==> src/design/cpl_pkg.sv <==
// Shared constants, types and helpers for the clip player.
`default_nettype none

package cpl_pkg;

    localparam int STORE_DEPTH = 4096;
    localparam int ADDR_W      = $clog2(STORE_DEPTH);
    localparam int QDEPTH      = 4;
    localparam int QAW         = $clog2(QDEPTH);

    localparam int VOL_W    = 7;
    localparam int COUNT_W  = 13;
    localparam int SAMPLE_W = 16;
    localparam int FIELD_ADDR_W = 12;

    localparam logic [VOL_W-1:0] VOL_FULL = VOL_W'(100);

    // Division by 100 as a multiply by 2^29 / 100 rounded up, a reciprocal of 100 scaled by 2^29.
    localparam int RECIP_SHIFT = 29;
    localparam int RECIP_W     = 23;
    localparam logic [RECIP_W-1:0] RECIP_100 = RECIP_W'(((64'd1 << RECIP_SHIFT) + 99) / 100);

    localparam int MAG_W  = SAMPLE_W + 1;
    localparam int PROD_W = 22;

    typedef logic [ADDR_W-1:0] t_addr;

    typedef enum logic [2:0] {
        MODE_LOAD = 3'd0,
        MODE_ONCE = 3'd1,
        MODE_LOOP = 3'd2,
        MODE_STOP = 3'd3,
        MODE_TICK = 3'd4
    } t_mode;

    // One queued operation for the back end: a store write or a tick.
    typedef struct packed {
        logic                is_tick;
        t_addr               addr;
        logic [SAMPLE_W-1:0] data;
        logic                playing;
        logic                looping;
        logic                pass_end;
    } t_qent;

    typedef struct packed {
        logic playing;
        logic looping;
        logic pass_end;
    } t_flags;

endpackage

`default_nettype wire

==> src/design/cpl_front.sv <==
// Command front end: accepts transactions, tracks clip and loop state, issues queue entries.
`default_nettype none

module cpl_front (
    input  wire                          i_clk,
    input  wire                          i_rst_n,
    input  wire                          i_in_valid,
    input  wire  [2:0]                   i_mode,
    input  wire  [cpl_pkg::FIELD_ADDR_W-1:0] i_start_addr,
    input  wire  [cpl_pkg::COUNT_W-1:0]  i_frame_count,
    input  wire  [cpl_pkg::SAMPLE_W-1:0] i_load_sample,
    input  wire                          i_q_full,
    output logic                         o_in_stall,
    output logic                         o_push,
    output cpl_pkg::t_qent               o_push_ent
);
    import cpl_pkg::*;

    t_addr              r_play_pos,   n_play_pos;
    logic [COUNT_W-1:0] r_play_left,  n_play_left;
    logic               r_cur_loop,   n_cur_loop;
    t_addr              r_loop_start, n_loop_start;
    logic [COUNT_W-1:0] r_loop_len,   n_loop_len;
    logic               r_loop_act,   n_loop_act;
    logic               r_loop_susp,  n_loop_susp;

    logic  accept;
    t_addr addr;
    logic  active;

    assign o_in_stall = i_q_full;
    assign accept     = i_in_valid && !i_q_full;
    assign addr       = t_addr'(i_start_addr);
    assign active     = (r_play_left != '0);

    always_comb begin
        n_play_pos   = r_play_pos;
        n_play_left  = r_play_left;
        n_cur_loop   = r_cur_loop;
        n_loop_start = r_loop_start;
        n_loop_len   = r_loop_len;
        n_loop_act   = r_loop_act;
        n_loop_susp  = r_loop_susp;
        o_push       = 1'b0;
        o_push_ent   = '0;
        o_push_ent.addr = addr;
        o_push_ent.data = i_load_sample;

        if (accept) begin
            case (t_mode'(i_mode))
                MODE_LOAD: begin
                    o_push = 1'b1;
                end
                MODE_ONCE: begin
                    if (i_frame_count != '0) begin
                        if (r_loop_act && !r_loop_susp) begin
                            n_loop_susp = 1'b1;
                        end else begin
                            n_loop_act = 1'b0;
                        end
                        n_cur_loop  = 1'b0;
                        n_play_pos  = addr;
                        n_play_left = i_frame_count;
                    end
                end
                MODE_LOOP: begin
                    if (i_frame_count != '0) begin
                        n_loop_start = addr;
                        n_loop_len   = i_frame_count;
                        n_loop_act   = 1'b1;
                        n_loop_susp  = 1'b0;
                        n_cur_loop   = 1'b1;
                        n_play_pos   = addr;
                        n_play_left  = i_frame_count;
                    end
                end
                MODE_STOP: begin
                    n_play_pos  = '0;
                    n_play_left = '0;
                    n_cur_loop  = 1'b0;
                    n_loop_act  = 1'b0;
                    n_loop_susp = 1'b0;
                end
                MODE_TICK: begin
                    o_push              = 1'b1;
                    o_push_ent.is_tick  = 1'b1;
                    o_push_ent.addr     = r_play_pos;
                    o_push_ent.playing  = active;
                    o_push_ent.looping  = active && r_cur_loop;
                    o_push_ent.pass_end = (r_play_left == COUNT_W'(1));
                    if (active) begin
                        n_play_pos  = r_play_pos + t_addr'(1);
                        n_play_left = r_play_left - COUNT_W'(1);
                        if (r_play_left == COUNT_W'(1)) begin
                            if (r_cur_loop) begin
                                n_play_pos  = r_loop_start;
                                n_play_left = r_loop_len;
                            end else if (r_loop_susp) begin
                                n_loop_susp = 1'b0;
                                n_loop_act  = 1'b1;
                                n_cur_loop  = 1'b1;
                                n_play_pos  = r_loop_start;
                                n_play_left = r_loop_len;
                            end else begin
                                n_cur_loop = 1'b0;
                            end
                        end
                    end
                end
                default: begin
                end
            endcase
        end
    end

    always_ff @(posedge i_clk) begin
        if (!i_rst_n) begin
            r_play_pos   <= '0;
            r_play_left  <= '0;
            r_cur_loop   <= 1'b0;
            r_loop_start <= '0;
            r_loop_len   <= '0;
            r_loop_act   <= 1'b0;
            r_loop_susp  <= 1'b0;
        end else begin
            r_play_pos   <= n_play_pos;
            r_play_left  <= n_play_left;
            r_cur_loop   <= n_cur_loop;
            r_loop_start <= n_loop_start;
            r_loop_len   <= n_loop_len;
            r_loop_act   <= n_loop_act;
            r_loop_susp  <= n_loop_susp;
        end
    end

endmodule

`default_nettype wire

==> config.mk <==
export PLATFORM = sky130hd
export DESIGN_NAME = cpl_front
export DESIGN_NICKNAME = d
export VERILOG_FILES = /design/src/design/cpl_pkg.sv /design/src/design/cpl_front.sv
export SDC_FILE = /design/constraint.sdc
export NUM_CORES = 1
export LEC_CHECK = 0
export BUFFER_PORTS_ARGS = -buffer_cell sky130_fd_sc_hd__buf_2
export CAP_MARGIN = 20
export CORE_MARGIN = 2
export CORE_UTILIZATION = 60
export CTS_BUF_LIST = sky130_fd_sc_hd__clkbuf_2
export DETAILED_ROUTE_END_ITERATION = 6
export GPL_ROUTABILITY_DRIVEN = 1
export PLACE_DENSITY = 0.89
export REMOVE_ABC_BUFFERS = 1
export SYNTH_ARGS = -nofsm -noshare
export SYNTH_HDL_FRONTEND = slang
export SYNTH_SLANG_ARGS = --single-unit
==> constraint.sdc <==
create_clock -name i_clk -period 5.5 [get_ports i_clk]
set_input_delay 1.1 -clock i_clk [delete_from_list [all_inputs] [get_ports i_clk]]
set_output_delay 1.1 -clock i_clk [all_outputs]
set_load 0.01 [all_outputs]
==> flow_summary_export.csv <==
group,metric,value,unit
place,dpl_cell_area,3370,µm²
floorplanning,rows,26,
setup_path,criticalPathCategory,"in -> out",
logic_synthesis,synthTopCellsByCount,"125 x nand2_1, 53 x dfxtp_1, 24 x a21boi_0",
global_routing,grt_pass1_wl,13.7,mm
route,drt_iter0_markers,308,
status,status,"completed",
route,wl_per_cell,15.8,µm
floorplanning,die-area,6080,µm²
place,placed_cells,514,
setup_path,cp-start-kind,"input pin",
clock_tree,numCtsBuffers,5,
layout,stdcell_count,522,
global_routing,grt-ovfl-total,0,
floorplanning,start_util,63.1,%
setup_path,crit_path_end_kind,"output pin",
clock_tree,cts_tree,"built",
layout,drive_above_1_share,16.2,%
timing,finClkSkew,0.0209,ns
clock_tree,insertion_delay,0.46,ns
global_routing,grt_pass1_vias,2932,
layout,area_growth,3.85,%
route,viasPerCell,6.13,
power_and_ir_drop,power.share.clock,20.8,%
timing,finalCritPeriodShare,75.1,%
flow_run,cap_viol_max_count,0,
clock_tree,htreeDepth,2,
layout,antenna_cells,0,
setup_path,path_max_fanout,31,
power_and_ir_drop,switching_share,33.1,%
power_and_ir_drop,p_leak,1.36,nW
clock_tree,hold_buffers,0,
timing,slew_violations,0,
global_routing,grt_util_all_layers,27.9,%
setup_path,crit_required,4.40,ns
global_routing,grt_max_degree,56,
floorplanning,die_w,78,µm
logic_synthesis,synth_edf_count,0,
power_and_ir_drop,pwr-share-comb,23.2,%
logic_synthesis,synth_cell_type_count,51,
timing,rsz0062_at_grt,"no",
route,drc,0,
clock_tree,cts_max_path_buffers,2,
worst_hold_path,min_path_type,"reg -> reg",
timing,period_needed,4.13,ns
logic_synthesis,postSynthAreaPerCell,7.50,µm²
timing,fin_worst_hold_slack,0.487,ns
logic_synthesis,syn_area,3290,µm²
logic_synthesis,seq_area_frac_synth,32.3,%
clock_tree,cts_setup_buffers,0,
place,gp_congestion,0.895,
logic_synthesis,synth_top_flop_cell,"dfxtp_1",
layout,nNetsFinal,503,
power_and_ir_drop,ir_drop,0.105,mV
route,drtPass1Iterations,5,
logic_synthesis,synth_area_leaders,"dfxtp_1 32%, nand2_1 14%, a21boi_0 5.5%",
route,vias,3200,
power_and_ir_drop,share_seq_of_total_power,56.1,%
timing,setup_violations,0,
clock_tree,clk_pin_slew,0.28,ns
layout,fill_cells,461,
route,ant_nets,0,
clock_tree,root_buffer,"clkbuf_2",
place,portBuffers,49,
logic_synthesis,synth_largest_area_cell,"dfxtp_1",
place,detailed_place_hpwl,5.44,mm
route,totalWireLength,8.23,mm
logic_synthesis,yosysMostFrequentCell,"nand2_1",
floorplanning,io_pins,82,
power_and_ir_drop,p_switching,0.251,mW
power_and_ir_drop,p_int,0.506,mW
timing,setup_tns,0,ns
setup_path,critPathArrivalTime,3.03,ns
logic_synthesis,synth_top_area_share,32.3,%
layout,final_area,3410,µm²
logic_synthesis,synth_seq_cells,53,
timing,maxSlewHeadroom,31.4,%
logic_synthesis,synth_cells,438,
floorplanning,coreArea,5200,µm²
clock_tree,cts.sinks,53,
floorplanning,die_h,78,µm
clock_tree,cts_resized,0,
global_routing,antenna_found_initial,0,
power_and_ir_drop,power.density,222,nW/µm²
timing,final-hold-violation-count,0,
timing,fmax,242,MHz
setup_path,worst-r2r-setup-slack,2.75,ns
timing,tightest_slew,1.03,ns
logic_synthesis,synthArstFlopShare,0,%
logic_synthesis,synth_warnings,0,
==> placed cells by master (no fill, tap or decap), types with 6 or more instances in the layout <==
| cell | instances |
|---|---|
| a21boi_0 | 24 |
| a31oi_1 | 19 |
| buf_2 | 49 |
| dfxtp_1 | 53 |
| inv_1 | 7 |
| nand2_1 | 125 |
| nand3_1 | 16 |
| nor2_1 | 15 |
| nor3_1 | 6 |
| o211ai_1 | 14 |
| o21ai_0 | 20 |
| o21ai_1 | 10 |
| xnor2_1 | 10 |
| xor2_1 | 9 |
==> layer usage <==
layer	share of wire (%)	GRT usage [%]	vias to the layer above	wire [µm]
li1	-	-	1544	-
met1	43	37.9	1474	3530
met2	45	41.6	164	3680
met3	11	8.02	18	867
met4	1.9	10.2	0	160
met5	0	2.73	-	0
==> power groups by stage <==
stage	Clock, mW	Sequential, mW	Combinational, mW
after global routing	0.169	0.427	0.196
final	0.157	0.424	0.175
after detailed placement	0	0.430	0.172
after floorplan	0	0.425	0.119
after global placement	0	0.430	0.166
after CTS	0.156	0.423	0.174
==> kinds of logic (layout without fill, tap and decap cells) <==
logic type      Yosys count  after routing  synth area share, %
compound gates          113            113                 23.6
buf+inv                  52             66                 8.83
fa+ha+maj                 4              4                 1.52
simple gates            192            192                 27.0
mux                       5              5                 1.68
flops                    53             53                 32.3
xor+xnor                 19             19                 5.06
==> registers in the layout, indices dropped and copies added, names as in the netlist <==
signal and flops:
r_play_left 13, r_loop_start 12, r_cur_loop 1, r_loop_len 13, r_loop_act 1, r_play_pos 12
r_loop_susp 1
==> worst max-delay path: stages <==
cell	delay, ns
buf_2	0.16
nor3b_2	0.19
buf_4	0.35
nand2_1	0.46
inv_1	0.46
nand2_1	0.11
nand2_1	0.08
buf_2	0.13
==> path summary, 6_finish.rpt <==
| check | to | start | depth (start not counted) |
|---|---|---|---|
| worst min register to register | r_loop_start[5] | r_loop_start[5] | 2 |
| worst max register to register | r_play_pos[11] | r_play_left[2] | 5 |
| worst max-delay path | o_push_ent[19] | i_mode[1] | 8 |
| worst min-delay path | r_loop_start[5] | r_loop_start[5] | 2 |
==> layout make-up <==
type	instances	area (µm²)	area share (%)
clock buffer	5	25.0	0.733
timing repair buffer	51	260	7.63
tap	70	87.6	2.57
multi-input combinational	333	1930	56.7
inverter	7	26.3	0.770
sequential	53	1060	31.1
clock inverter	3	17.5	0.513
==> through the flow <==
step           utilization (%)  worst slack (ns)  power [mW]
2_1_floorplan                -              1.25       0.544
3_3_place_gp              64.7              1.45       0.596
3_5_place_dp              64.7              1.43       0.602
4_1_cts                   65.6              1.42       0.753
5_1_grt                   65.6              1.18       0.792
6_report                  65.6              1.37       0.757
(Power assumes the default switching activity.)
