File: config.mk
export PLATFORM = sky130hd
export DESIGN_NAME = cpl_queue
export DESIGN_NICKNAME = d
export VERILOG_FILES = /design/src/design/cpl_pkg.sv /design/src/design/cpl_queue.sv
export SDC_FILE = /design/constraint.sdc
export NUM_CORES = 1
export LEC_CHECK = 0
export BUFFER_PORTS_ARGS = -buffer_cell sky130_fd_sc_hd__clkbuf_2
export CAP_MARGIN = 15
export CORE_MARGIN = 1.5
export CORE_UTILIZATION = 26
export CTS_BUF_LIST = sky130_fd_sc_hd__clkbuf_8
export DETAILED_ROUTE_END_ITERATION = 6
export SLEW_MARGIN = 30
export SYNTH_ARGS = -nofsm -noshare
export SYNTH_HDL_FRONTEND = slang
export SYNTH_SLANG_ARGS = --single-unit
File: constraint.sdc
create_clock -name i_clk -period 1.8 [get_ports i_clk]
set_input_delay 0.09 -clock i_clk [delete_from_list [all_inputs] [get_ports i_clk]]
set_output_delay 0.09 -clock i_clk [all_outputs]
set_load 0.02 [all_outputs]
File: src/design/cpl_pkg.sv
// Shared constants, types and helpers for the clip player.
`default_nettype none

package cpl_pkg;

    localparam int STORE_DEPTH = 4096;
    localparam int ADDR_W      = $clog2(STORE_DEPTH);
    localparam int QDEPTH      = 4;
    localparam int QAW         = $clog2(QDEPTH);

    localparam int VOL_W    = 7;
    localparam int COUNT_W  = 13;
    localparam int SAMPLE_W = 16;
    localparam int FIELD_ADDR_W = 12;

    localparam logic [VOL_W-1:0] VOL_FULL = VOL_W'(100);

    // Division by 100 as a multiply by 2^29 / 100 rounded up, a reciprocal of 100 scaled by 2^29.
    localparam int RECIP_SHIFT = 29;
    localparam int RECIP_W     = 23;
    localparam logic [RECIP_W-1:0] RECIP_100 = RECIP_W'(((64'd1 << RECIP_SHIFT) + 99) / 100);

    localparam int MAG_W  = SAMPLE_W + 1;
    localparam int PROD_W = 22;

    typedef logic [ADDR_W-1:0] t_addr;

    typedef enum logic [2:0] {
        MODE_LOAD = 3'd0,
        MODE_ONCE = 3'd1,
        MODE_LOOP = 3'd2,
        MODE_STOP = 3'd3,
        MODE_TICK = 3'd4
    } t_mode;

    // One queued operation for the back end: a store write or a tick.
    typedef struct packed {
        logic                is_tick;
        t_addr               addr;
        logic [SAMPLE_W-1:0] data;
        logic                playing;
        logic                looping;
        logic                pass_end;
    } t_qent;

    typedef struct packed {
        logic playing;
        logic looping;
        logic pass_end;
    } t_flags;

endpackage

`default_nettype wire

File: src/design/cpl_queue.sv
// Short queue that decouples the command front end from the sample back end.
`default_nettype none

module cpl_queue (
    input  wire             i_clk,
    input  wire             i_rst_n,
    input  wire             i_push,
    input  cpl_pkg::t_qent  i_push_ent,
    output logic            o_full,
    input  wire             i_pop,
    output logic            o_valid,
    output cpl_pkg::t_qent  o_head
);
    import cpl_pkg::*;

    t_qent              r_ent [QDEPTH];
    logic [QAW-1:0]     r_wr_ptr, n_wr_ptr;
    logic [QAW-1:0]     r_rd_ptr, n_rd_ptr;
    logic [QAW:0]       r_count,  n_count;
    logic               do_pop;

    assign o_full  = (r_count == (QAW+1)'(QDEPTH));
    assign o_valid = (r_count != '0);
    assign o_head  = r_ent[r_rd_ptr];
    assign do_pop  = i_pop && o_valid;

    always_comb begin
        n_wr_ptr = r_wr_ptr;
        n_rd_ptr = r_rd_ptr;
        n_count  = r_count;
        if (i_push) begin
            n_wr_ptr = r_wr_ptr + QAW'(1);
        end
        if (do_pop) begin
            n_rd_ptr = r_rd_ptr + QAW'(1);
        end
        if (i_push && !do_pop) begin
            n_count = r_count + (QAW+1)'(1);
        end else if (!i_push && do_pop) begin
            n_count = r_count - (QAW+1)'(1);
        end
    end

    always_ff @(posedge i_clk) begin
        if (i_push) begin
            r_ent[r_wr_ptr] <= i_push_ent;
        end
    end

    always_ff @(posedge i_clk) begin
        if (!i_rst_n) begin
            r_wr_ptr <= '0;
            r_rd_ptr <= '0;
            r_count  <= '0;
        end else begin
            r_wr_ptr <= n_wr_ptr;
            r_rd_ptr <= n_rd_ptr;
            r_count  <= n_count;
        end
    end

endmodule

`default_nettype wire

==> results of run 1 <==
[through the flow]
step           util, %  TNS, ns
2_1_floorplan        -  -0.0174
3_3_place_gp      30.3        0
3_5_place_dp      30.3  -0.0661
4_1_cts           33.7    -3.11
5_1_grt           34.1    -3.57
6_report          34.1   -0.421
[cell families after synthesis]
group | count (synthesis) | share of synthesized area, %
AO/OA/AOI/OAI | 4 | 0.975
adder cells (fa/ha/maj) | 6 | 1.61
multiplexers | 34 | 14.6
flip-flops | 137 | 78.4
XOR/XNOR | 5 | 0.853
buffers and inverters | 10 | 1.90
AND/OR/NAND/NOR | 14 | 1.73
[flip-flops by register name (all words and copies together) (netlist names), named ones only]
name      count
r_wr_ptr      2
r_ent       128
r_count       3
r_rd_ptr      2
[worst register-to-register path: cells and delay by family, from the launching register on]
family | cells | cell delay, ns
fa+ha+maj | 2 | 0.55
compound gates | 2 | 0.39
flops | 1 | 0.34
simple gates | 1 | 0.30
xor+xnor | 1 | 0.17
buf+inv | 1 | 0.04
[power by group through the flow]
stage / logic (mW) / clock network (mW) / registers, mW
detailed placement: 2.19 / 0 / 3.85
finish: 2.34 / 2.13 / 3.80
global route: 2.52 / 2.35 / 3.82
CTS: 2.26 / 2.22 / 3.78
floorplan: 1.58 / 0 / 3.85
global placement: 2.15 / 0 / 3.83
[path summary, 6_finish.rpt]
kind | startpoint | to
worst min-delay path | i_push | r_wr_ptr[1]$_SDFFE_PN0P_
worst max register to register | r_count[2]$_SDFFE_PN0P_ | r_count[2]$_SDFFE_PN0P_
worst min register to register | r_wr_ptr[1]$_SDFFE_PN0P_ | r_wr_ptr[1]$_SDFFE_PN0P_
worst max-delay path | r_count[2]$_SDFFE_PN0P_ | r_count[2]$_SDFFE_PN0P_
[synthesized netlist by cell type]
master and count:
edfxtp_1 128, mux4_2 30, and2_1 9, dfxtp_1 9, ha_1 5, buf_12 3, buf_2 3, inv_1 3
xnor2_1 3, mux2i_1 2, mux4_1 2, nor2b_1 2, or3_1 2, xor2_1 2, a21boi_0 1, buf_6 1
fa_1 1, nor3b_1 1, o21ai_0 1, o311ai_2 1, o31ai_4 1
[final cells by class]
| cell class | count | area share (%) |
|---|---|---|
| clock inverter | 13 | 1.40 |
| sequential | 137 | 61.0 |
| multi-input combinational | 63 | 15.5 |
| clock buffer | 17 | 3.54 |
| timing repair buffer | 118 | 13.3 |
| inverter | 3 | 0.170 |
| tap | 265 | 5.02 |
[metal layers]
layer | vias up | global-route usage [%] | share of wire [%]
met1 | 1272 | 11.5 | 43
met5 | - | 0 | 0
met4 | 0 | 5.16 | 1.5
li1 | 1133 | - | -
met2 | 52 | 17.8 | 51
met3 | 10 | 3.60 | 3.7
[repair_timing]
action | 4_1_cts | 5_1_grt
gates cloned | 0 | 1
hold endpoints to repair | 137 | 0
hold buffers | 33 | 0
pin swaps | 1 | 1
setup endpoints to repair | 33 | 33
buffers inserted | 1 | 0
gates resized for setup | 1 | 43
==> reports/metrics.sh, run 1 <==
RUN_STATUS='complete, but fails checks'
VIOLATIONS='negative setup slack'
DETAIL-ROUTE-ANTENNA-NETS=0
FINAL_HPWL_FROM_DETAILED_PLACEMENT_MM=5.94
DETAILEDROUTE.FIRSTPASSITERATIONCOUNT=4
WORST_PATH_DOMINANT_CELL_FAMILY='adder cells'
WHS_PATH_DEPTH=3
END_KIND='flop'
ROUTED_WIRE_LENGTH_PER_INSTANCE_UM=16.0
DRT-TOTAL-WL_MM=9.85
TIMING_WORST_SLEW_PIN_VALUE_NS=0.544
SETUP_VIOLATIONS=26
GROUTE.USAGE.OVERALL_PCT=10.4
CHIPWIDTH_UM=144
SYN-NUM-NETS=252
AREA_AFTER_DETAILED_PLACEMENT_SQ_UM=5870
AREA_CONTRIBUTORS_POST_SYNTH='edfxtp_1 75%, mux4_2 13%, dfxtp_1 3.5%, ha_1 1.2%, buf_12 1.2%'
POST_SYNTH_NUM_CELL_TYPES=21
TOTALPOWERFINAL_mW=8.26
MULTI_INPUT_COMB_AREA_SQ_UM=1030
CRITICAL_PATH_PEAK_FANOUT=2
INTPOWER_mW=5.89
OVERALL_DIE_AREA_SQ_UM=20600
PLACEMENTROWS=51
FIN_CRIT_SH_PCT=103
GPL_CONGESTION=0.673
FMAXACHIEVABLE_GHz=0.537
CRIT_ARRIVAL_NS=2.23
POST-ROUTE-WORST-SETUP-SLACK_NS=-0.0617
WORSTSETUPSTARTPOINTTYPE='flop'
PERIOD_MINUS_SLACK_NS=1.86
CTS_NUM_SINKS=137
PLACEMENT.IO_BUFFERS=69
PLACE_INST=551
SEQ_POWER_SHARE_PCT=46.0
CTSROOTBUFFERMASTER='clkbuf_8'
FINAL_CELL_COUNT_NO_FILL=616
CRITICAL_PATH_CELL_COUNT=7
FLOORPLAN.CORE_AREA_SQ_UM=19400
YS_SEQ_ELEMENTS=137
PATH_DEPTH_OF_THE_WORST_REG2REG_PATH=7
NUMBER_OF_PLACED_I_O_PINS=70
GRT_ANTENNA_BEFORE_REPAIR=0
DRCVIOLATIONCOUNT=0
CELL_BY_CELL_TRACE_OF_THE_CRITICAL_PATH='o31ai_4 > ha_2 > inv_2 > fa_2 > xor2_1 > or3_1 > a21boi_1'
WORSTHOLDPATHTYPE='in2reg'
FINALINSTANCEAREA_SQ_UM=6610
INSERTEDDIODECOUNT=0
CRITICAL_PATH_SLOWEST_STAGE_CELL='dfxtp_2'
VDD_IR_DROP_MAX_mV=0.365
GLOBALROUTEOVERFLOWTOTAL=0
FP.DIEH_UM=144
TIMING.CLOCK.SKEW_NS=0.00884
GRT_FIRST_PASS_WIRELENGTH_MM=15.1
FIRST_GLOBAL_VIAS=2754
WORST-R2R-SETUP-SLACK_NS=-0.06
SEQ_AREA_FRAC_SYNTH_PCT=78.4
LAYOUT_COMMON_CELLS='128 x edfxtp_1, 40 x clkbuf_2, 33 x dlygate4sd3_1, 30 x mux4_2, 24 x buf_2'
DRT-INITIAL-DRC-COUNT=146
SWSHARE_PCT=28.7
CTSHTREEMAXLEVEL=4
CLOCKPOWERSHARE_PCT=25.8
SYNTH_CELLS=210
DRV.MAX_CAP_VIOLATION_COUNT=0
GRT_START_MAX_NET_PINS=33
NETLIST.AREA_LEADER.SHARE_PCT=74.9
START_UTIL_PCT=26.5
CLOCK_PATH_BUFFERS=2
P_SWITCHING_mW=2.37
INSERTION_DELAY_NS=0.43
LEAKAGE_nW=2.26
CTS_INSERTED_BUFFERS=17
REGISTER_AREA_SQ_UM=4030
TRITONCTS_CLOCK_TREE='built'
MOST_COMMON_CELL_AFTER_LAYOUT_FILL_AND_TAPS_ASIDE='edfxtp_1'
WHS_NS=0.0604
POST_PLACEMENT_SETUP_SLACK_NS=-0.0661
SLEW_HEADROOM_PCT=63.7
DR_TOTAL_VIAS=2467
POWER.SHARE.COMBINATIONAL_PCT=28.3
CRIT_TYPE='reg2reg'
TIMING.CRITICAL_PATH.SLOWEST_CELL_DELAY_NS=0.34
DRIVE_GT1_SHARE_PCT=43.9
UNREPAIRED_SETUP_ENDPOINTS_AFTER_GLOBAL_ROUTING='yes'
AVGSYNTHCELLAREA_SQ_UM=24.5
SYNTHTOLAYOUTAREAGROWTH_PCT=28.8
P_PER_AREA_nW_PER_UM2=1250
TIMING_HOLD_VIOLATIONS_FINAL=0
NETS=382
VIAS_PER_CELL=4.00
SYNTH_AREA_LEADER_CELL='edfxtp_1'
SYNTH.CELL_AREA_SQ_UM=5130
CRITICAL_PATH.N_BUFFERS_INVERTERS=1
PATH_CLK_SLEW_NS=0.08
REQUIRED_TIME_REPORTED_FOR_THE_CRITICAL_PATH_ENDPOINT_NS=2.16
SYNTH.YOSYS.WARNINGS=0
FINALMAXSLEWVIOLATIONS=0
FILL_CELLS=1878
(Power assumes the default switching activity.)
==> inputs of run 2 (changes only) <==
CORE_MARGIN = unset   (was 1.5)
SETUP_SLACK_MARGIN = 0.15   (was unset)
==> run 2 against run 1 <==
  * The flow still finishes with violations (negative setup slack)
  * First-iteration DRC count fell by 19%
  * Critical path depth did not move
  * Non-clock buffer count grew 1
  * Register-to-register slack better by 0.02 ns
  * Sequential power is essentially flat
  * Critical path type unchanged
  * Largest cell class unchanged
  * Highest routed layer unchanged
==> reports/metrics.sh, run 2 (synthesis gave the netlist of run 1 again) <==
CHIPWIDTH_UM=143  # -0.70%
DRT-INITIAL-DRC-COUNT=118  # -19%
VIOLATIONS='negative setup slack'
ROUTED_WIRE_LENGTH_PER_INSTANCE_UM=14.8  # -7.8%
DRT-TOTAL-WL_MM=9.13  # -7.3%
GPL_CONGESTION=0.637  # -5.3%
CRITICAL_PATH_PEAK_FANOUT=2  # unchanged
POST-ROUTE-WORST-SETUP-SLACK_NS=-0.0434  # +0.0182 ns
PLACEMENT.IO_BUFFERS=69  # unchanged
RUN_STATUS='complete, but fails checks'
USE_MET2_PCT=16.4  # -1.4 points
POWER.SHARE.COMBINATIONAL_PCT=27.5  # -0.8 points
LARGEST_REGISTER='r_ent'
FIN_CRIT_SH_PCT=102  # -1.0 points
FP.DIEH_UM=143  # -0.70%
P_SWITCHING_mW=2.38  # +0.72%
GROUTE.USAGE.OVERALL_PCT=9.65  # -0.75 points
INTPOWER_mW=6.26  # +6.2%
PLACE_INST=550  # -0.18%
MOST_COMMON_CELL_AFTER_LAYOUT_FILL_AND_TAPS_ASIDE='edfxtp_1'
DRIVE_GT1_SHARE_PCT=44.1  # +0.19 points
TIMING.CRITICAL_PATH.SLOWEST_CELL_DELAY_NS=0.34  # about the same
UNREPAIRED_SETUP_ENDPOINTS_AFTER_GLOBAL_ROUTING='yes'
VDD_IR_DROP_MAX_mV=0.722  # +98%
DETAILEDROUTE.FIRSTPASSITERATIONCOUNT=4  # unchanged
CRIT_ARRIVAL_NS=2.20  # -0.03 ns
GRT-BUSIEST-LAYER='met2'
GRT_START_MAX_NET_PINS=33  # unchanged
NETS=383  # +0.26%
SWSHARE_PCT=27.6  # -1.1 points
WORSTSETUPSTARTPOINTTYPE='flop'
REQUIRED_TIME_REPORTED_FOR_THE_CRITICAL_PATH_ENDPOINT_NS=2.15  # about the same
LAYOUT_COMMON_CELLS='128 x edfxtp_1, 44 x clkbuf_2, 33 x dlygate4sd3_1, 32 x mux4_2, 17 x clkbuf_8'
FLOORPLAN.CORE_AREA_SQ_UM=19400  # unchanged
FINALINSTANCEAREA_SQ_UM=6700  # +1.4%
CELL_BY_CELL_TRACE_OF_THE_CRITICAL_PATH='o31ai_4 > ha_2 > inv_2 > fa_2 > xor2_1 > or3_1 > a21boi_1'
SETUP_VIOLATIONS=23  # -12%
SEQ_POWER_SHARE_PCT=43.9  # -2.1 points
LARGEST_REG_FLOPS=128  # unchanged
GLOBAL_ROUTE.USAGE.MET3_PCT=4.07  # +0.47 points
TIMING.CLOCK.SKEW_NS=0.00553  # -0.00331 ns
DRV.MAX_CAP_VIOLATION_COUNT=0  # unchanged
END_KIND='flop'
WHS_NS=0.0720  # +0.0116 ns
CRITICAL_PATH_SLOWEST_STAGE_CELL='dfxtp_2'
CRITICAL_PATH.N_BUFFERS_INVERTERS=1  # unchanged
CTSROOTBUFFERMASTER='clkbuf_8'
INSERTEDDIODECOUNT=0  # unchanged
SYNTHTOLAYOUTAREAGROWTH_PCT=30.5
FIRST_GLOBAL_VIAS=2614  # -5.1%
DR_TOTAL_VIAS=2468  # +0.041%
FMAXACHIEVABLE_GHz=0.542  # +0.99%
OVERALL_DIE_AREA_SQ_UM=20300  # -1.4%
TRITONCTS_CLOCK_TREE='built'
CLOCKPOWERSHARE_PCT=28.6  # +2.8 points
TOTALPOWERFINAL_mW=8.64  # +4.6%
REG.LARGEST.LIST='r_ent: 128 flops, r_count: 3 flops'
PATH_CLK_SLEW_NS=0.07  # about the same
AREA_AFTER_DETAILED_PLACEMENT_SQ_UM=5880  # about the same
CTSHTREEMAXLEVEL=4  # unchanged
WORSTHOLDPATHTYPE='in2reg'
TIMING_WORST_SLEW_PIN_VALUE_NS=0.529  # -0.0147 ns
FILL_CELLS=1854  # -1.3%
VIAS_PER_CELL=3.99  # -0.44%
CRIT_TYPE='reg2reg'
PERIOD_MINUS_SLACK_NS=1.84  # -0.0182 ns
WORST_PATH_DOMINANT_CELL_FAMILY='adder cells'
START_UTIL_PCT=26.5  # unchanged
GRT_FIRST_PASS_WIRELENGTH_MM=13.9  # -8.0%
FINAL_HPWL_FROM_DETAILED_PLACEMENT_MM=5.62  # -5.3%
FINALMAXSLEWVIOLATIONS=0  # unchanged
GRT_ANTENNA_BEFORE_REPAIR=0  # unchanged
FINAL_CELL_COUNT_NO_FILL=619  # +0.49%
GLOBALROUTEOVERFLOWTOTAL=0  # unchanged
PLACEMENTROWS=51  # unchanged
DETAIL-ROUTE-ANTENNA-NETS=0  # unchanged
GLOBALROUTEMET1UTIL_PCT=10.9  # -0.56 points
LEAKAGE_nW=2.28  # +1.1%
P_PER_AREA_nW_PER_UM2=1290  # +3.2%
CLOCK_PATH_BUFFERS=2  # unchanged
INSERTION_DELAY_NS=0.42  # about the same
TIMING_HOLD_VIOLATIONS_FINAL=0  # unchanged
NUMBER_OF_PLACED_I_O_PINS=70  # unchanged
CTS_INSERTED_BUFFERS=17  # unchanged
DRCVIOLATIONCOUNT=0  # unchanged
CTS_NUM_SINKS=137  # unchanged
SLEW_HEADROOM_PCT=64.7  # +0.98 points
-- run 2: power groups by stage --
stage                     Sequential (mW)  Combinational, mW  Clock (mW)
final                                3.79               2.38        2.47
after global routing                 3.82               2.56        2.69
after CTS                            3.79               2.32        2.56
after detailed placement             3.88               2.17           0
after global placement               3.87               2.14           0
after floorplan                      3.84               1.58           0
-- run 2: final cells by class --
class                      count  area, sq um  share of cell area (%)
tap                          265          332                    4.95
timing repair buffer         119          916                    13.7
multi-input combinational     63         1020                    15.2
clock inverter                15          158                    2.35
inverter                       3         11.3                   0.168
sequential                   137         4030                    60.2
clock buffer                  17          234                    3.49
-- run 2: tightest hold or removal path: stages --
cell	delay [ns]
clkbuf_2	0.17
mux2i_1	0.09
nor2b_1	0.10
-- run 2: what timing repair did --
item | CTS | global route
pin swaps | 1 | 1
resized for setup | 10 | 42
setup buffers | 3 | 1
endpoints found under the hold margin | 137 | 0
hold buffers | 33 | 0
setup endpoints to repair | 97 | 34
-- run 2: worst paths after layout --
kind / from / end / slack, ns / cells after the start
max: r_count[2]$_SDFFE_PN0P_ / r_count[2]$_SDFFE_PN0P_ / -0.04 / 7
min: i_push / r_wr_ptr[1]$_SDFFE_PN0P_ / 0.07 / 3
max reg2reg: r_count[2]$_SDFFE_PN0P_ / r_count[2]$_SDFFE_PN0P_ / -0.04 / 7
min reg2reg: r_wr_ptr[1]$_SDFFE_PN0P_ / r_wr_ptr[1]$_SDFFE_PN0P_ / 0.57 / 2
-- run 2: routing by layer --
metal	part of all wire [%]	vias to the layer above
met2	51	55
li1	-	1137
met1	44	1268
met3	4.0	8
met5	0	-
met4	0.95	0
-- run 2: stage by stage --
stage / setup TNS (ns) / utilization [%] / worst slack (ns)
global placement: 0 / 30.3 / 0.0106
detailed placement: -0.0605 / 30.3 / -0.0605
global route: -3.80 / 34.6 / -0.140
finish: -0.246 / 34.6 / -0.0434
floorplan: -0.0174 / - / -0.0174
CTS: -1.99 / 34.3 / -0.0826
==> inputs of run 3 (changes only) <==
CELL_PAD_IN_SITES_DETAIL_PLACEMENT = 1   (was unset)
CELL_PAD_IN_SITES_GLOBAL_PLACEMENT = 1   (was unset)
CORE_ASPECT_RATIO = 0.6   (was unset)
PLACE_DENSITY_LB_ADDON = 0.1   (was unset)
REMOVE_ABC_BUFFERS = 1   (was unset)
==> run 3 against run 2 <==
  * The flow still finishes with violations (negative setup slack)
  * Sequential share of layout area fell by 2.9 points
  * Routed wire length rose by 21%
  * Power rose by 11%
  * Clock power rose by 12%
  * Largest cell class unchanged
==> reports/metrics.sh, run 3 (synthesis gave the netlist of run 1 again) <==
SLEW_HEADROOM_PCT=79.6  # +15 points
LARGEST_REG_FLOPS=128  # unchanged
CRIT_TYPE='reg2out'
MOST_COMMON_CELL_AFTER_LAYOUT_FILL_AND_TAPS_ASIDE='edfxtp_1'
DRV.MAX_CAP_VIOLATION_COUNT=0  # unchanged
TRITONCTS_CLOCK_TREE='built'
LEAKAGE_nW=2.41  # +5.7%
CRIT_ARRIVAL_NS=1.80  # -0.40 ns
DRIVE_GT1_SHARE_PCT=46.4  # +2.3 points
WHS_NS=0.0374  # -0.0347 ns
ROUTE.TOP_LAYER_USED='met4'
DR_TOTAL_VIAS=2542  # +3.0%
NETS=389  # +1.6%
P_SWITCHING_mW=2.70  # +13%
HOLD_PATH_END='r_wr_ptr[1]$_SDFFE_PN0P_'
DETAILEDROUTE.FIRSTPASSITERATIONCOUNT=4  # unchanged
FLOORPLAN.CORE_AREA_SQ_UM=19200  # -1.1%
UTILIZATION_PCT=36.7  # +2.1 points
CTSHTREEMAXLEVEL=4  # unchanged
PATH_DEPTH_OF_THE_WORST_REG2REG_PATH=7  # unchanged
TIMING.CLOCK.SKEW_NS=0.00701  # +0.00148 ns
RUN_STATUS='complete, but fails checks'
PERIOD_MINUS_SLACK_NS=1.89  # +0.0416 ns
POST_PLACEMENT_SETUP_SLACK_NS=-0.182  # -0.121 ns
TIMING_HOLD_VIOLATIONS_FINAL=0  # unchanged
START_UTIL_PCT=26.8  # +0.31 points
GROUTE.USAGE.OVERALL_PCT=11.3  # +1.7 points
CTSROOTBUFFERMASTER='clkbuf_8'
PATH_CLK_SLEW_NS=0.08  # about the same
GRT_ANTENNA_BEFORE_REPAIR=0  # unchanged
VDD_IR_DROP_MAX_mV=0.617  # -15%
TIMING.HOLD.WORST.START='i_push'
LARGEST_REGISTER='r_ent'
PLACEMENT.IO_BUFFERS=69  # unchanged
DETAIL-ROUTE-ANTENNA-NETS=0  # unchanged
WORSTREG2REGEND='r_count[2]$_SDFFE_PN0P_'
FIN_CRIT_SH_PCT=105  # +2.3 points
CRIT-REG2REG-LAUNCH='r_count[2]$_SDFFE_PN0P_'
DRT-INITIAL-DRC-COUNT=86  # -27%
SYNTHTOLAYOUTAREAGROWTH_PCT=36.9
DRT-TOTAL-WL_MM=11.1  # +21%
WHS_PATH_DEPTH=3  # unchanged
GRT_START_MAX_NET_PINS=33  # unchanged
GLOBALROUTEOVERFLOWTOTAL=0  # unchanged
CTS_NUM_SINKS=137  # unchanged
POWER.SHARE.COMBINATIONAL_PCT=31.8  # +4.3 points
VIOLATIONS='negative setup slack'
SEQ_POWER_SHARE_PCT=39.4  # -4.5 points
END_KIND='output pin'
PLACEMENTROWS=39  # -24%
CLOCKPOWERSHARE_PCT=28.8  # +0.2 points
WORST-R2R-SETUP-SLACK_NS=-0.06  # -0.02 ns
WORSTSETUPSTARTPOINTTYPE='flop'
WIRELENGTH_MET1_MM=5.42  # +36%
LAYOUT_COMMON_CELLS='128 x edfxtp_1, 37 x clkbuf_2, 34 x buf_6, 33 x dlygate4sd3_1, 32 x mux4_2'
VIAS_PER_CELL=4.06  # +1.8%
WORSTHOLDPATHTYPE='in2reg'
MET3ROUTEDLENGTH_UM=483  # +33%
UNREPAIRED_SETUP_ENDPOINTS_AFTER_GLOBAL_ROUTING='yes'
FP.DIEH_UM=111  # -22%
REG.LARGEST.LIST='r_ent: 128 flops, r_count: 3 flops'
FIRST_GLOBAL_VIAS=2792  # +6.8%
INSERTEDDIODECOUNT=0  # unchanged
INTPOWER_mW=6.89  # +10%
OVERALL_DIE_AREA_SQ_UM=20300  # about the same
DR_WL_MET2_MM=5.04  # +7.4%
CRITICAL_PATH_PEAK_FANOUT=5  # +3
CHIPWIDTH_UM=183  # +29%
REQUIRED_TIME_REPORTED_FOR_THE_CRITICAL_PATH_ENDPOINT_NS=1.71  # -0.44 ns
P_PER_AREA_nW_PER_UM2=1360  # +5.8%
FMAXACHIEVABLE_GHz=0.530  # -2.2%
FINALMAXSLEWVIOLATIONS=0  # unchanged
GPL_CONGESTION=0.671  # +5.3%
INSERTION_DELAY_NS=0.43  # about the same
FIN_TNS_SETUP_NS=-1.21  # -0.965 ns
SETUP_VIOLATIONS=32  # +39%
NUMBER_OF_PLACED_I_O_PINS=70  # unchanged
CLOCK_PATH_BUFFERS=2  # unchanged
POST-ROUTE-WORST-SETUP-SLACK_NS=-0.0851  # -0.0416 ns
TIMING_WORST_SLEW_PIN_VALUE_NS=0.306  # -0.223 ns
GRT_FIRST_PASS_WIRELENGTH_MM=16.4  # +18%
CTS_INSERTED_BUFFERS=17  # unchanged
SWSHARE_PCT=28.1  # +0.53 points
DRCVIOLATIONCOUNT=0  # unchanged
FILL_CELLS=1923  # +3.7%
FINAL_HPWL_FROM_DETAILED_PLACEMENT_MM=6.18  # +10%
ROUTED_WIRE_LENGTH_PER_INSTANCE_UM=17.7  # +20%
TOTALPOWERFINAL_mW=9.59  # +11%
[run 3: changes by cell type in the layout (fill, tap and decap cells not counted), sizes merged]
cell	before	now
clkinv	7	6
buf	42	52
bufinv	3	4
clkbuf	61	57
[run 3: how the worst max path moves through the flow]
stage	from	to	slack, ns
floorplan	flop	o_head[18]	-0.53
global placement	r_count[1]$_SDFFE_PN0P_	r_count[2]$_SDFFE_PN0P_	-0.16
detailed placement	r_count[1]$_SDFFE_PN0P_	r_count[2]$_SDFFE_PN0P_	-0.18
CTS	flop	o_head[12]	-0.14
global route	r_count[2]$_SDFFE_PN0P_	r_count[2]$_SDFFE_PN0P_	-0.17
finish	flop	o_head[29]	-0.09
[run 3: power groups by stage]
stage | Sequential [mW] | Combinational, mW | Clock [mW]
after CTS | 3.77 | 2.31 | 2.86
after global placement | 3.83 | 2.21 | 0
after detailed placement | 3.84 | 2.22 | 0
after floorplan | 4.02 | 1.22 | 0
after global routing | 3.80 | 3.28 | 2.97
final | 3.78 | 3.05 | 2.76
[run 3: layer usage]
metal	track usage, %	up-vias
met5	0	-
met4	4.33	0
met3	3.94	11
met2	16.9	56
met1	15.0	1321
li1	-	1154
[run 3: stage by stage]
stage               std cells  cell area (sq um)
finish                    626               7030
global route              626               7030
CTS                       618               6690
detailed placement        551               5890
global placement          551               5890
floorplan                 203               5050
[run 3: critical path: stages (launching register included)]
cell and delay, ns:
dfxtp_4 0.39, buf_12 0.13, clkbuf_16 0.15, mux4_2 0.53
buf_6 0.15
[run 3: layout make-up]
| class | instances | area, sq um | share of cell area, % |
|---|---|---|---|
| flip-flops and latches | 137 | 4030 | 57.3 |
| repair buffers | 125 | 1210 | 17.2 |
| well taps | 266 | 333 | 4.73 |
| inverters | 3 | 11.3 | 0.160 |
| clock buffers | 17 | 234 | 3.33 |
| clock inverters | 15 | 201 | 2.86 |
| multi-input cells | 63 | 1020 | 14.4 |
[run 3: repair_timing]
| item | CTS | global route |
|---|---|---|
| pin swaps | 4 | 0 |
| resized for setup | 5 | 113 |
| gates cloned | 0 | 4 |
| hold buffers | 33 | 0 |
| setup endpoints to repair | 33 | 34 |
| buffers inserted | 2 | 4 |
| endpoints found under the hold margin | 137 | 0 |
